`src/hw/rtl/cst_pkg.sv`:
```
package cst_pkg;

    // Position counter width; positions wrap at 2**POS_BITS
    localparam int POS_BITS  = 16;
    localparam int OUT_POS_W = 16;
    localparam int KIND_W    = 5;
    localparam int MAX_RES   = 3;
    localparam int CNT_W     = 2;
    localparam int QDEPTH    = 4;
    localparam int QPTR_W    = 2;

    typedef logic [POS_BITS-1:0]  t_pos;
    typedef logic [OUT_POS_W-1:0] t_out_pos;
    typedef logic [KIND_W-1:0]    t_kind;

    localparam t_kind KIND_END    = 5'd0;
    localparam t_kind KIND_NUM    = 5'd1;
    localparam t_kind KIND_IDENT  = 5'd2;
    localparam t_kind KIND_COLON  = 5'd3;
    localparam t_kind KIND_DOT    = 5'd4;
    localparam t_kind KIND_LBRK   = 5'd5;
    localparam t_kind KIND_RBRK   = 5'd6;
    localparam t_kind KIND_BTICK  = 5'd7;
    localparam t_kind KIND_UNDER  = 5'd8;
    localparam t_kind KIND_GT     = 5'd9;
    localparam t_kind KIND_LT     = 5'd10;
    localparam t_kind KIND_PLUS   = 5'd11;
    localparam t_kind KIND_MINUS  = 5'd12;
    localparam t_kind KIND_STAR   = 5'd13;
    localparam t_kind KIND_SLASH  = 5'd14;
    localparam t_kind KIND_QUOTE  = 5'd15;
    localparam t_kind KIND_DQUOTE = 5'd16;
    localparam t_kind KIND_EQ     = 5'd17;
    localparam t_kind KIND_GTE    = 5'd18;
    localparam t_kind KIND_LTE    = 5'd19;
    localparam t_kind KIND_ERR    = 5'd20;

    typedef enum logic [2:0] {
        MODE_IDLE,
        MODE_NUM,
        MODE_IDENT,
        MODE_GT,
        MODE_LT
    } t_mode;

    typedef struct packed {
        t_mode mode;
        t_pos  pos;
        t_pos  tok_begin;
        logic  halted;
    } t_scan_state;

    typedef struct packed {
        t_kind    kind;
        t_out_pos start_pos;
        t_out_pos end_pos;
    } t_token;

    // All tokens caused by one character transaction
    typedef struct packed {
        logic [CNT_W-1:0]         count;
        t_token [MAX_RES-1:0]     tok;
    } t_bundle;

    function automatic t_token mk_tok(t_kind k, t_pos s, t_pos e);
        t_token t;
        t.kind      = k;
        t.start_pos = OUT_POS_W'(s);
        t.end_pos   = OUT_POS_W'(e);
        return t;
    endfunction

endpackage

```
`src/hw/rtl/cst_char_if.sv`:
```
interface cst_char_if;
    logic       valid;
    logic       ready;
    logic [7:0] char_code;
    logic       char_present;
    logic       end_of_source;

    modport source (output valid, output char_code, output char_present,
                    output end_of_source, input ready);
    modport sink   (input valid, input char_code, input char_present,
                    input end_of_source, output ready);
endinterface

```
`src/hw/rtl/cst_tok_if.sv`:
```
interface cst_tok_if;
    logic                          valid;
    logic                          ready;
    logic [cst_pkg::KIND_W-1:0]    lex_kind;
    logic [cst_pkg::OUT_POS_W-1:0] start_pos;
    logic [cst_pkg::OUT_POS_W-1:0] end_pos;
    logic                          last_of_run;

    modport source (output valid, output lex_kind, output start_pos,
                    output end_pos, output last_of_run, input ready);
    modport sink   (input valid, input lex_kind, input start_pos,
                    input end_pos, input last_of_run, output ready);
endinterface

```
`src/hw/rtl/cst_step.sv`:
```
module cst_step (
    input  cst_pkg::t_scan_state i_state,
    input  logic [7:0]           i_char_code,
    input  logic                 i_char_present,
    input  logic                 i_end_of_source,
    output cst_pkg::t_scan_state o_state,
    output cst_pkg::t_bundle     o_bundle
);
    import cst_pkg::*;

    localparam logic [7:0] CH_EQ = 8'h3D;
    localparam logic [7:0] CH_GT = 8'h3E;
    localparam logic [7:0] CH_LT = 8'h3C;
    localparam logic [7:0] CH_US = 8'h5F;

    function automatic logic is_digit(logic [7:0] c);
        return (c >= 8'h30) && (c <= 8'h39);
    endfunction

    function automatic logic is_alpha(logic [7:0] c);
        return ((c >= 8'h61) && (c <= 8'h7A)) || ((c >= 8'h41) && (c <= 8'h5A));
    endfunction

    function automatic logic is_space(logic [7:0] c);
        return (c == 8'h20) || ((c >= 8'h09) && (c <= 8'h0D));
    endfunction

    // KIND_ERR marks a byte outside the punctuation set
    function automatic t_kind punct_kind(logic [7:0] c);
        t_kind k;
        case (c)
            8'h3A:   k = KIND_COLON;
            8'h2E:   k = KIND_DOT;
            8'h5B:   k = KIND_LBRK;
            8'h5D:   k = KIND_RBRK;
            8'h60:   k = KIND_BTICK;
            8'h5F:   k = KIND_UNDER;
            8'h3E:   k = KIND_GT;
            8'h3C:   k = KIND_LT;
            8'h2B:   k = KIND_PLUS;
            8'h2D:   k = KIND_MINUS;
            8'h2A:   k = KIND_STAR;
            8'h2F:   k = KIND_SLASH;
            8'h27:   k = KIND_QUOTE;
            8'h22:   k = KIND_DQUOTE;
            8'h3D:   k = KIND_EQ;
            default: k = KIND_ERR;
        endcase
        return k;
    endfunction

    t_scan_state      ns;
    t_bundle          b;
    logic [CNT_W-1:0] n;
    logic             done;
    t_pos             p;
    t_kind            pk;
    logic [7:0]       c;

    assign c  = i_char_code;
    assign p  = i_state.pos;
    assign pk = punct_kind(i_char_code);

    always_comb begin
        ns   = i_state;
        b    = '0;
        n    = '0;
        done = 1'b0;
        if (!i_state.halted) begin
            if (i_char_present) begin
                // close or continue the open run
                case (i_state.mode)
                    MODE_NUM: begin
                        if (is_digit(c)) begin
                            done = 1'b1;
                        end else begin
                            b.tok[n] = mk_tok(KIND_NUM, i_state.tok_begin, p);
                            n = n + 1'b1;
                            ns.mode = MODE_IDLE;
                        end
                    end
                    MODE_IDENT: begin
                        if (is_alpha(c) || is_digit(c) || (c == CH_US)) begin
                            done = 1'b1;
                        end else begin
                            b.tok[n] = mk_tok(KIND_IDENT, i_state.tok_begin, p);
                            n = n + 1'b1;
                            ns.mode = MODE_IDLE;
                        end
                    end
                    MODE_GT, MODE_LT: begin
                        ns.mode = MODE_IDLE;
                        if (c == CH_EQ) begin
                            b.tok[n] = mk_tok((i_state.mode == MODE_GT) ? KIND_GTE : KIND_LTE,
                                              i_state.tok_begin, p + 1'b1);
                            n = n + 1'b1;
                            done = 1'b1;
                        end else begin
                            b.tok[n] = mk_tok((i_state.mode == MODE_GT) ? KIND_GT : KIND_LT,
                                              i_state.tok_begin, i_state.tok_begin + 1'b1);
                            n = n + 1'b1;
                        end
                    end
                    default: ns.mode = MODE_IDLE;
                endcase

                // start a new token from idle
                if (!done) begin
                    if (is_space(c)) begin
                        ns.mode = MODE_IDLE;
                    end else if (is_digit(c)) begin
                        ns.mode      = MODE_NUM;
                        ns.tok_begin = p;
                    end else if (pk != KIND_ERR) begin
                        if (c == CH_GT) begin
                            ns.mode      = MODE_GT;
                            ns.tok_begin = p;
                        end else if (c == CH_LT) begin
                            ns.mode      = MODE_LT;
                            ns.tok_begin = p;
                        end else begin
                            b.tok[n] = mk_tok(pk, p, p + 1'b1);
                            n = n + 1'b1;
                        end
                    end else if (is_alpha(c)) begin
                        ns.mode      = MODE_IDENT;
                        ns.tok_begin = p;
                    end else begin
                        b.tok[n] = mk_tok(KIND_ERR, p, p + 1'b1);
                        n = n + 1'b1;
                        ns.halted = 1'b1;
                    end
                end
                ns.pos = p + 1'b1;
            end

            if (i_end_of_source && !ns.halted) begin
                case (ns.mode)
                    MODE_NUM: begin
                        b.tok[n] = mk_tok(KIND_NUM, ns.tok_begin, ns.pos);
                        n = n + 1'b1;
                    end
                    MODE_IDENT: begin
                        b.tok[n] = mk_tok(KIND_IDENT, ns.tok_begin, ns.pos);
                        n = n + 1'b1;
                    end
                    MODE_GT: begin
                        b.tok[n] = mk_tok(KIND_GT, ns.tok_begin, ns.tok_begin + 1'b1);
                        n = n + 1'b1;
                    end
                    MODE_LT: begin
                        b.tok[n] = mk_tok(KIND_LT, ns.tok_begin, ns.tok_begin + 1'b1);
                        n = n + 1'b1;
                    end
                    default: ;
                endcase
                b.tok[n]     = mk_tok(KIND_END, ns.pos, ns.pos);
                n            = n + 1'b1;
                ns.mode      = MODE_IDLE;
                ns.pos       = '0;
                ns.tok_begin = '0;
            end
        end
        b.count = n;
    end

    assign o_state  = ns;
    assign o_bundle = b;

endmodule

```
`src/hw/rtl/cst_tok_fifo.sv`:
```
module cst_tok_fifo (
    input  logic             i_clk,
    input  logic             i_rst_n,
    input  logic             i_push,
    input  cst_pkg::t_bundle i_bundle,
    output logic             o_full,
    output logic             o_valid,
    output cst_pkg::t_token  o_token,
    output logic             o_last,
    input  logic             i_pop
);
    import cst_pkg::*;

    t_bundle           r_mem [QDEPTH];
    logic [QPTR_W-1:0] r_wr_ptr;
    logic [QPTR_W-1:0] r_rd_ptr;
    logic [QPTR_W:0]   r_count;
    logic [CNT_W-1:0]  r_sub;
    t_bundle           head;
    logic              pop_bundle;

    assign head       = r_mem[r_rd_ptr];
    assign o_full     = (r_count == (QPTR_W+1)'(QDEPTH));
    assign o_valid    = (r_count != '0);
    assign o_token    = head.tok[r_sub];
    assign o_last     = (r_sub == (head.count - 1'b1));
    assign pop_bundle = i_pop && o_valid && o_last;

    always_ff @(posedge i_clk) begin
        if (i_push) begin
            r_mem[r_wr_ptr] <= i_bundle;
        end
    end

    always_ff @(posedge i_clk) begin
        if (!i_rst_n) begin
            r_wr_ptr <= '0;
            r_rd_ptr <= '0;
            r_count  <= '0;
            r_sub    <= '0;
        end else begin
            if (i_push) begin
                r_wr_ptr <= r_wr_ptr + 1'b1;
            end
            if (pop_bundle) begin
                r_rd_ptr <= r_rd_ptr + 1'b1;
                r_sub    <= '0;
            end else if (i_pop && o_valid) begin
                r_sub <= r_sub + 1'b1;
            end
            case ({i_push, pop_bundle})
                2'b10:   r_count <= r_count + 1'b1;
                2'b01:   r_count <= r_count - 1'b1;
                default: r_count <= r_count;
            endcase
        end
    end

endmodule

```
`src/hw/rtl/char_stream_tokenizer.sv`:
```
// Channel  | Dir | Payload                                        | Transaction
// ---------+-----+------------------------------------------------+---------------------
// i_char   | in  | char_code[7:0], char_present, end_of_source    | one source character
// o_tok    | out | lex_kind[4:0], start_pos, end_pos, last_of_run | one token
//
// One character transaction is taken per cycle while the token queue has a free slot;
// its scan is a single pass of logic from the scan state register into the queue.
// Each transaction gives zero to three tokens, delivered one per cycle from the queue while o_tok is ready,
// so the sustained rate is one character per cycle whenever output stays at most one token per character
// and is not stalled; the four-entry queue absorbs bursts and output stalls.
// Synchronous active-low reset clears scan state, halt flag and queue.
module char_stream_tokenizer (
    input  logic       i_clk,
    input  logic       i_rst_n,
    cst_char_if.sink   i_char,
    cst_tok_if.source  o_tok
);
    import cst_pkg::*;

    t_scan_state r_state;
    t_scan_state n_state;
    t_bundle     step_bundle;
    logic        accept;
    logic        q_full;
    logic        q_valid;
    logic        q_last;
    t_token      q_token;

    // Hold off new characters only when the queue cannot take another bundle
    assign i_char.ready = !q_full;
    assign accept       = i_char.valid && i_char.ready;

    cst_step u_step (
        .i_state         (r_state),
        .i_char_code     (i_char.char_code),
        .i_char_present  (i_char.char_present),
        .i_end_of_source (i_char.end_of_source),
        .o_state         (n_state),
        .o_bundle        (step_bundle)
    );

    // Advance scan state on every accepted transaction
    always_ff @(posedge i_clk) begin
        if (!i_rst_n) begin
            r_state.mode      <= MODE_IDLE;
            r_state.pos       <= '0;
            r_state.tok_begin <= '0;
            r_state.halted    <= 1'b0;
        end else if (accept) begin
            r_state <= n_state;
        end
    end

    // Drop empty bundles; queue the rest for delivery
    cst_tok_fifo u_fifo (
        .i_clk    (i_clk),
        .i_rst_n  (i_rst_n),
        .i_push   (accept && (step_bundle.count != '0)),
        .i_bundle (step_bundle),
        .o_full   (q_full),
        .o_valid  (q_valid),
        .o_token  (q_token),
        .o_last   (q_last),
        .i_pop    (o_tok.ready)
    );

    assign o_tok.valid       = q_valid;
    assign o_tok.lex_kind    = q_token.kind;
    assign o_tok.start_pos   = q_token.start_pos;
    assign o_tok.end_pos     = q_token.end_pos;
    assign o_tok.last_of_run = q_last;

endmodule

```
`src/flat_wrapper.sv`:
```
// flat-port wrapper written by rule: the top's interface ports become plain ports
module char_stream_tokenizer_flat import cst_pkg::*;
  (i_clk, i_rst_n, i_char_valid, i_char_char_code, i_char_char_present, i_char_end_of_source, i_char_ready, o_tok_valid, o_tok_lex_kind, o_tok_start_pos, o_tok_end_pos, o_tok_last_of_run, o_tok_ready);
  cst_char_if i_char_i ();
  cst_tok_if o_tok_i ();
  input  logic i_clk;
  input  logic i_rst_n;
  input wire logic [$bits(i_char_i.valid)-1:0] i_char_valid;
  input wire logic [$bits(i_char_i.char_code)-1:0] i_char_char_code;
  input wire logic [$bits(i_char_i.char_present)-1:0] i_char_char_present;
  input wire logic [$bits(i_char_i.end_of_source)-1:0] i_char_end_of_source;
  output wire logic [$bits(i_char_i.ready)-1:0] i_char_ready;
  output wire logic [$bits(o_tok_i.valid)-1:0] o_tok_valid;
  output wire logic [$bits(o_tok_i.lex_kind)-1:0] o_tok_lex_kind;
  output wire logic [$bits(o_tok_i.start_pos)-1:0] o_tok_start_pos;
  output wire logic [$bits(o_tok_i.end_pos)-1:0] o_tok_end_pos;
  output wire logic [$bits(o_tok_i.last_of_run)-1:0] o_tok_last_of_run;
  input wire logic [$bits(o_tok_i.ready)-1:0] o_tok_ready;
  assign i_char_i.valid = i_char_valid;
  assign i_char_i.char_code = i_char_char_code;
  assign i_char_i.char_present = i_char_char_present;
  assign i_char_i.end_of_source = i_char_end_of_source;
  assign i_char_ready = i_char_i.ready;
  assign o_tok_valid = o_tok_i.valid;
  assign o_tok_lex_kind = o_tok_i.lex_kind;
  assign o_tok_start_pos = o_tok_i.start_pos;
  assign o_tok_end_pos = o_tok_i.end_pos;
  assign o_tok_last_of_run = o_tok_i.last_of_run;
  assign o_tok_i.ready = o_tok_ready;
  char_stream_tokenizer u_core (.i_clk(i_clk), .i_rst_n(i_rst_n), .i_char(i_char_i), .o_tok(o_tok_i));
endmodule
```
`config.mk`:
```
export PLATFORM = sky130hd
export DESIGN_NAME = char_stream_tokenizer_flat
export DESIGN_NICKNAME = d
export VERILOG_FILES = /design/src/hw/rtl/cst_pkg.sv /design/src/hw/rtl/cst_char_if.sv /design/src/hw/rtl/cst_tok_if.sv /design/src/hw/rtl/cst_step.sv /design/src/hw/rtl/cst_tok_fifo.sv /design/src/hw/rtl/char_stream_tokenizer.sv /design/src/flat_wrapper.sv
export SDC_FILE = /design/constraint.sdc
export NUM_CORES = 1
export LEC_CHECK = 0
export BUFFER_PORTS_ARGS = -buffer_cell sky130_fd_sc_hd__buf_2
export CAP_MARGIN = 20
export CELL_PAD_IN_SITES_DETAIL_PLACEMENT = 1
export CELL_PAD_IN_SITES_GLOBAL_PLACEMENT = 1
export CORE_MARGIN = 1.5
export CORE_UTILIZATION = 35
export CTS_CLUSTER_SIZE = 25
export DETAILED_ROUTE_END_ITERATION = 16
export HOLD_SLACK_MARGIN = 0.1
export PLACE_DENSITY_LB_ADDON = 0.1
export SYNTH_ARGS = -nofsm -noshare
export SYNTH_HDL_FRONTEND = slang
export SYNTH_SLANG_ARGS = --single-unit
```
`constraint.sdc`:
```
create_clock -name i_clk -period 8.8 [get_ports i_clk]
set_input_delay 1.32 -clock i_clk [delete_from_list [all_inputs] [get_ports i_clk]]
set_output_delay 1.32 -clock i_clk [all_outputs]
set_load 0.02 [all_outputs]
```
==> summary.txt <==
Yosys
  – Yosys warns: 0
  – Primary FF master, synth: edfxtp_1
  – Seq cells post-synth: approximately 490
  – Sequential share of the synthesized area: 0.582
  – Cell taking the most area after synthesis: edfxtp_1
  – Post-synth design cell area: 24500 um^2
  – Dominant cells by area after synthesis: edfxtp_1 (54%), mux4_2 (10%), dfxtp_1 (3.8%)
  – Yosys cell types: 90
  – Syn_area_per_cell: roughly 13 um^2
  – Synth cell count leaders: edfxtp_1 (444), nand2_1 (167), nor2_1 (130)
  – Post-synth ARST share: 0
  – Post-synth EDFFs: 444
  – Most common cell in the netlist: edfxtp_1
  – Mapped Cells: 1905
  – Syn_nets: 1937
  – Share of the synthesized area in the top cell type: 0.543

Critical path
  – Worst setup EP type: register
  – Crit path largest cell delay: 0.99 ns
  – R2r startpoint: u_core.r_state[34]
  – Worst reg2reg setup slack: 2.60 ns
  – Crit path DAT: approximately 7.2 ns
  – Critical-path maximum fanout: 24
  – R2R Path End: u_core.u_fifo.r_mem[2][11]
  – Worst R2R Path Depth: 13
  – Worst path cell trace: buf_2 -> or4_1 -> a21oi_1 -> o21ai_0 -> o221ai_2 -> ha_1 -> nor3_1 -> a2111oi_4 -> inv_1 -> ha_1 -> nand2_1 -> buf_4 -> a21oi_4 -> a21oi_1 -> a2111oi_0 -> buf_4
  – CP max-delay cell: a2111oi_0
  – Startpoint types: input port
  – Setup CP Type: in -> reg
  – Req. time, crit path: roughly 9.3 ns

Floorplanning
  – Core area: 68900 um^2
  – IO Count: 54
  – Chip Width: 268 um
  – Die Y: 268 um
  – Row cnt: 96
  – Starting Density: 0.356
  – Die area: 71700 um^2

Global routing
  – Total gr overflow: 0
  – Vias in the first global route: 17700
  – All-Layer GR Usage: 0.240
  – Largest net degree at the start of global routing: 81
  – First-pass GRT wire length: 125000 um
  – Antenna violations before repair: 2

Clocking
  – Clock-pin transition on the worst setup and hold timing paths: 0.05 ns
  – CTS buffer count: 55
  – Root buffer cell: clkbuf_16
  – Post-CTS Resized: 0
  – Worst-Skew Late Latency: 0.62 ns
  – CTS tree: built
  – Postcts setup bufs: 0
  – CTS sink count: 491
  – Post-CTS Hold Buffers: 0
  – Worst-case clock buffer depth: 3
  – H-tree levels: 2

Drt
  – Residual DRC count: 0
  – Via count: 17000
  – Antenna Violating Nets Remaining: 0
  – Starting DRT DRC Count: 1411
  – DR pass1 iterations: 5
  – Final wirelength: approximately 85000 um
  – Drt wl/cell: 29.6 um
  – Drt via density: 5.89

Min path
  – Hold endpoint: u_core.u_fifo.r_wr_ptr[1]
  – WHS Path Cells: 2
  – Hold Crit Class: reg -> reg
  – HP Start: u_core.u_fifo.r_wr_ptr[1]

Cells and area
  – Ant diodes: 0
  – Filler cell count: 7193
  – Nets: around 1900
  – Footprint of the multi-input gates: roughly 9500 um^2
  – Finished layout cell area: between 20000 and 30000 um^2
  – Area occupied by registers: about 14000 um^2
  – Area grow syn2layout: 12.8%
  – Fraction of layout cells with a size suffix above 1: 0.188

Power
  – Clk pwr share: 0.394
  – Peak supply drop: 0.124 mV
  – Tot Pwr: 5.94 mW
  – Switch share: 0.268
  – Pwr/cell area: 214 nW/um^2
  – Seq pwr share: 0.457
  – Logic gate share of total power: 0.149
  – Internal power: around 4.3 mW
  – Net Switching: about 1.6 mW
  – P_leak: 8.64 nW

STA
  – Worst slew pin tran: 1.10 ns
  – Setup tns final: 0 ns
  – Shortest period the worst path allows: 6.70 ns
  – RSZ-0062 raised after global routing: false
  – Final Slew Violations: 0
  – Worst hold margin: approximately 0.5 ns
  – FMAX: ~150 MHz
  – Period utilisation layout: 0.762
  – Slew headroom: 0.246
  – Final setup viols: 0
  – Post-route clock skew: 0.0247 ns
  – Final hold viol count: 0

Flow run
  – Max-Cap Viols: 0

Placement
  – Routability Congestion: 0.933
  – I/O Buffers: 53
  – Post-DP HPWL: roughly 56000 um
  – Placement Cell Area: 25800 um^2

Outcome
  – Status: finished clean
[power groups by stage]
| stage | sequential (mW) | combinational (mW) | clock, mW |
|---|---|---|---|
| 2_1_floorplan | 2.75 | 0.578 | 0 |
| 3_3_place_gp | 2.76 | 0.884 | 0 |
| 3_5_place_dp | 2.77 | 0.890 | 0 |
| 4_1_cts | 2.72 | 0.892 | 2.39 |
| 5_1_grt | 2.73 | 0.944 | 2.47 |
| 6_report | 2.72 | 0.884 | 2.34 |
[worst max-delay path: cells and delay by family]
| family | cells | cell delay [ns] |
|---|---|---|
| compound gates | 7 | 2.88 |
| fa+ha+maj | 2 | 1.06 |
| buf+inv | 4 | 0.92 |
| simple gates | 3 | 0.94 |
[cell usage in the layout (no fill, tap or decap), types with 11 or more instances in the layout]
cell type,n
clkinv_2,12
xor2_1,26
o21ai_0,83
o22ai_1,23
and2_1,15
nor3_1,49
nor2_1,127
nor4_1,11
xnor2_1,44
a22oi_1,34
mux4_2,111
edfxtp_1,444
dfxtp_1,42
mux2i_1,61
and3_1,11
a21boi_0,25
buf_4,48
inv_1,21
mux2_2,13
nand3_1,54
clkbuf_16,57
o211ai_1,11
nor2b_1,20
a21oi_1,99
a31oi_1,12
or3_1,14
ha_1,17
buf_2,54
a211oi_1,27
a221oi_1,25
nand2_1,167
[cell type report]
| class | count | share of cell area |
|---|---|---|
| Sequential cell | 491 | 0.516 |
| Multi-Input combinational cell | 1225 | 0.345 |
| Clock buffer | 69 | 0.0539 |
| Tap cell | 931 | 0.0421 |
| Timing Repair Buffer | 108 | 0.0271 |
| Clock inverter | 33 | 0.0127 |
| Inverter | 24 | 0.00325 |
[cell families (layout without fill, tap and decap cells)]
family	Yosys count	in the layout	synth area share
AO/OA/AOI/OAI	418	418	0.115
XOR/XNOR	70	70	0.0250
adder cells (fa/ha/maj)	18	18	0.00949
buffers and inverters	189	234	0.0314
flip-flops	491	491	0.582
multiplexers	187	187	0.134
AND/OR/NAND/NOR	532	532	0.103
[per-stage QoR]
step	setup WS (ns)	cells	utilization
5_1_grt	1.98	2881	0.401
4_1_cts	2.31	2880	0.401
2_1_floorplan	1.14	1905	-
3_5_place_dp	1.68	2778	0.374
6_report	2.10	2881	0.401
3_3_place_gp	1.66	2776	0.374
[sequential cells by signal, indices dropped and copies added (netlist names), named ones only]
name                    flops
u_core.u_fifo.r_count       3
u_core.u_fifo.r_wr_ptr      2
u_core.u_fifo.r_rd_ptr      2
u_core.u_fifo.r_sub         2
u_core.u_fifo.r_mem       444
u_core.r_state             36
[layer usage]
metal | GRT usage | wire (um)
met5 | 0 | 12
met4 | 0.0704 | 2280
met3 | 0.0390 | 4930
met2 | 0.385 | 39900
met1 | 0.335 | 38100
[worst max path at each step]
stage,startpoint,cells after the start,end,slack (ns)
2_1_floorplan,i_char_char_code[6],15,u_core.u_fifo.r_mem[0][0],1.14
5_1_grt,i_char_char_code[0],16,u_core.u_fifo.r_mem[2][11],1.98
3_5_place_dp,i_char_char_code[6],16,u_core.u_fifo.r_mem[3][11],1.68
3_3_place_gp,i_char_char_code[0],16,u_core.u_fifo.r_mem[3][11],1.66
4_1_cts,i_char_char_code[0],16,u_core.u_fifo.r_mem[1][11],2.31
6_report,i_char_char_code[0],16,u_core.u_fifo.r_mem[2][11],2.10
(Power assumes the default switching activity.)
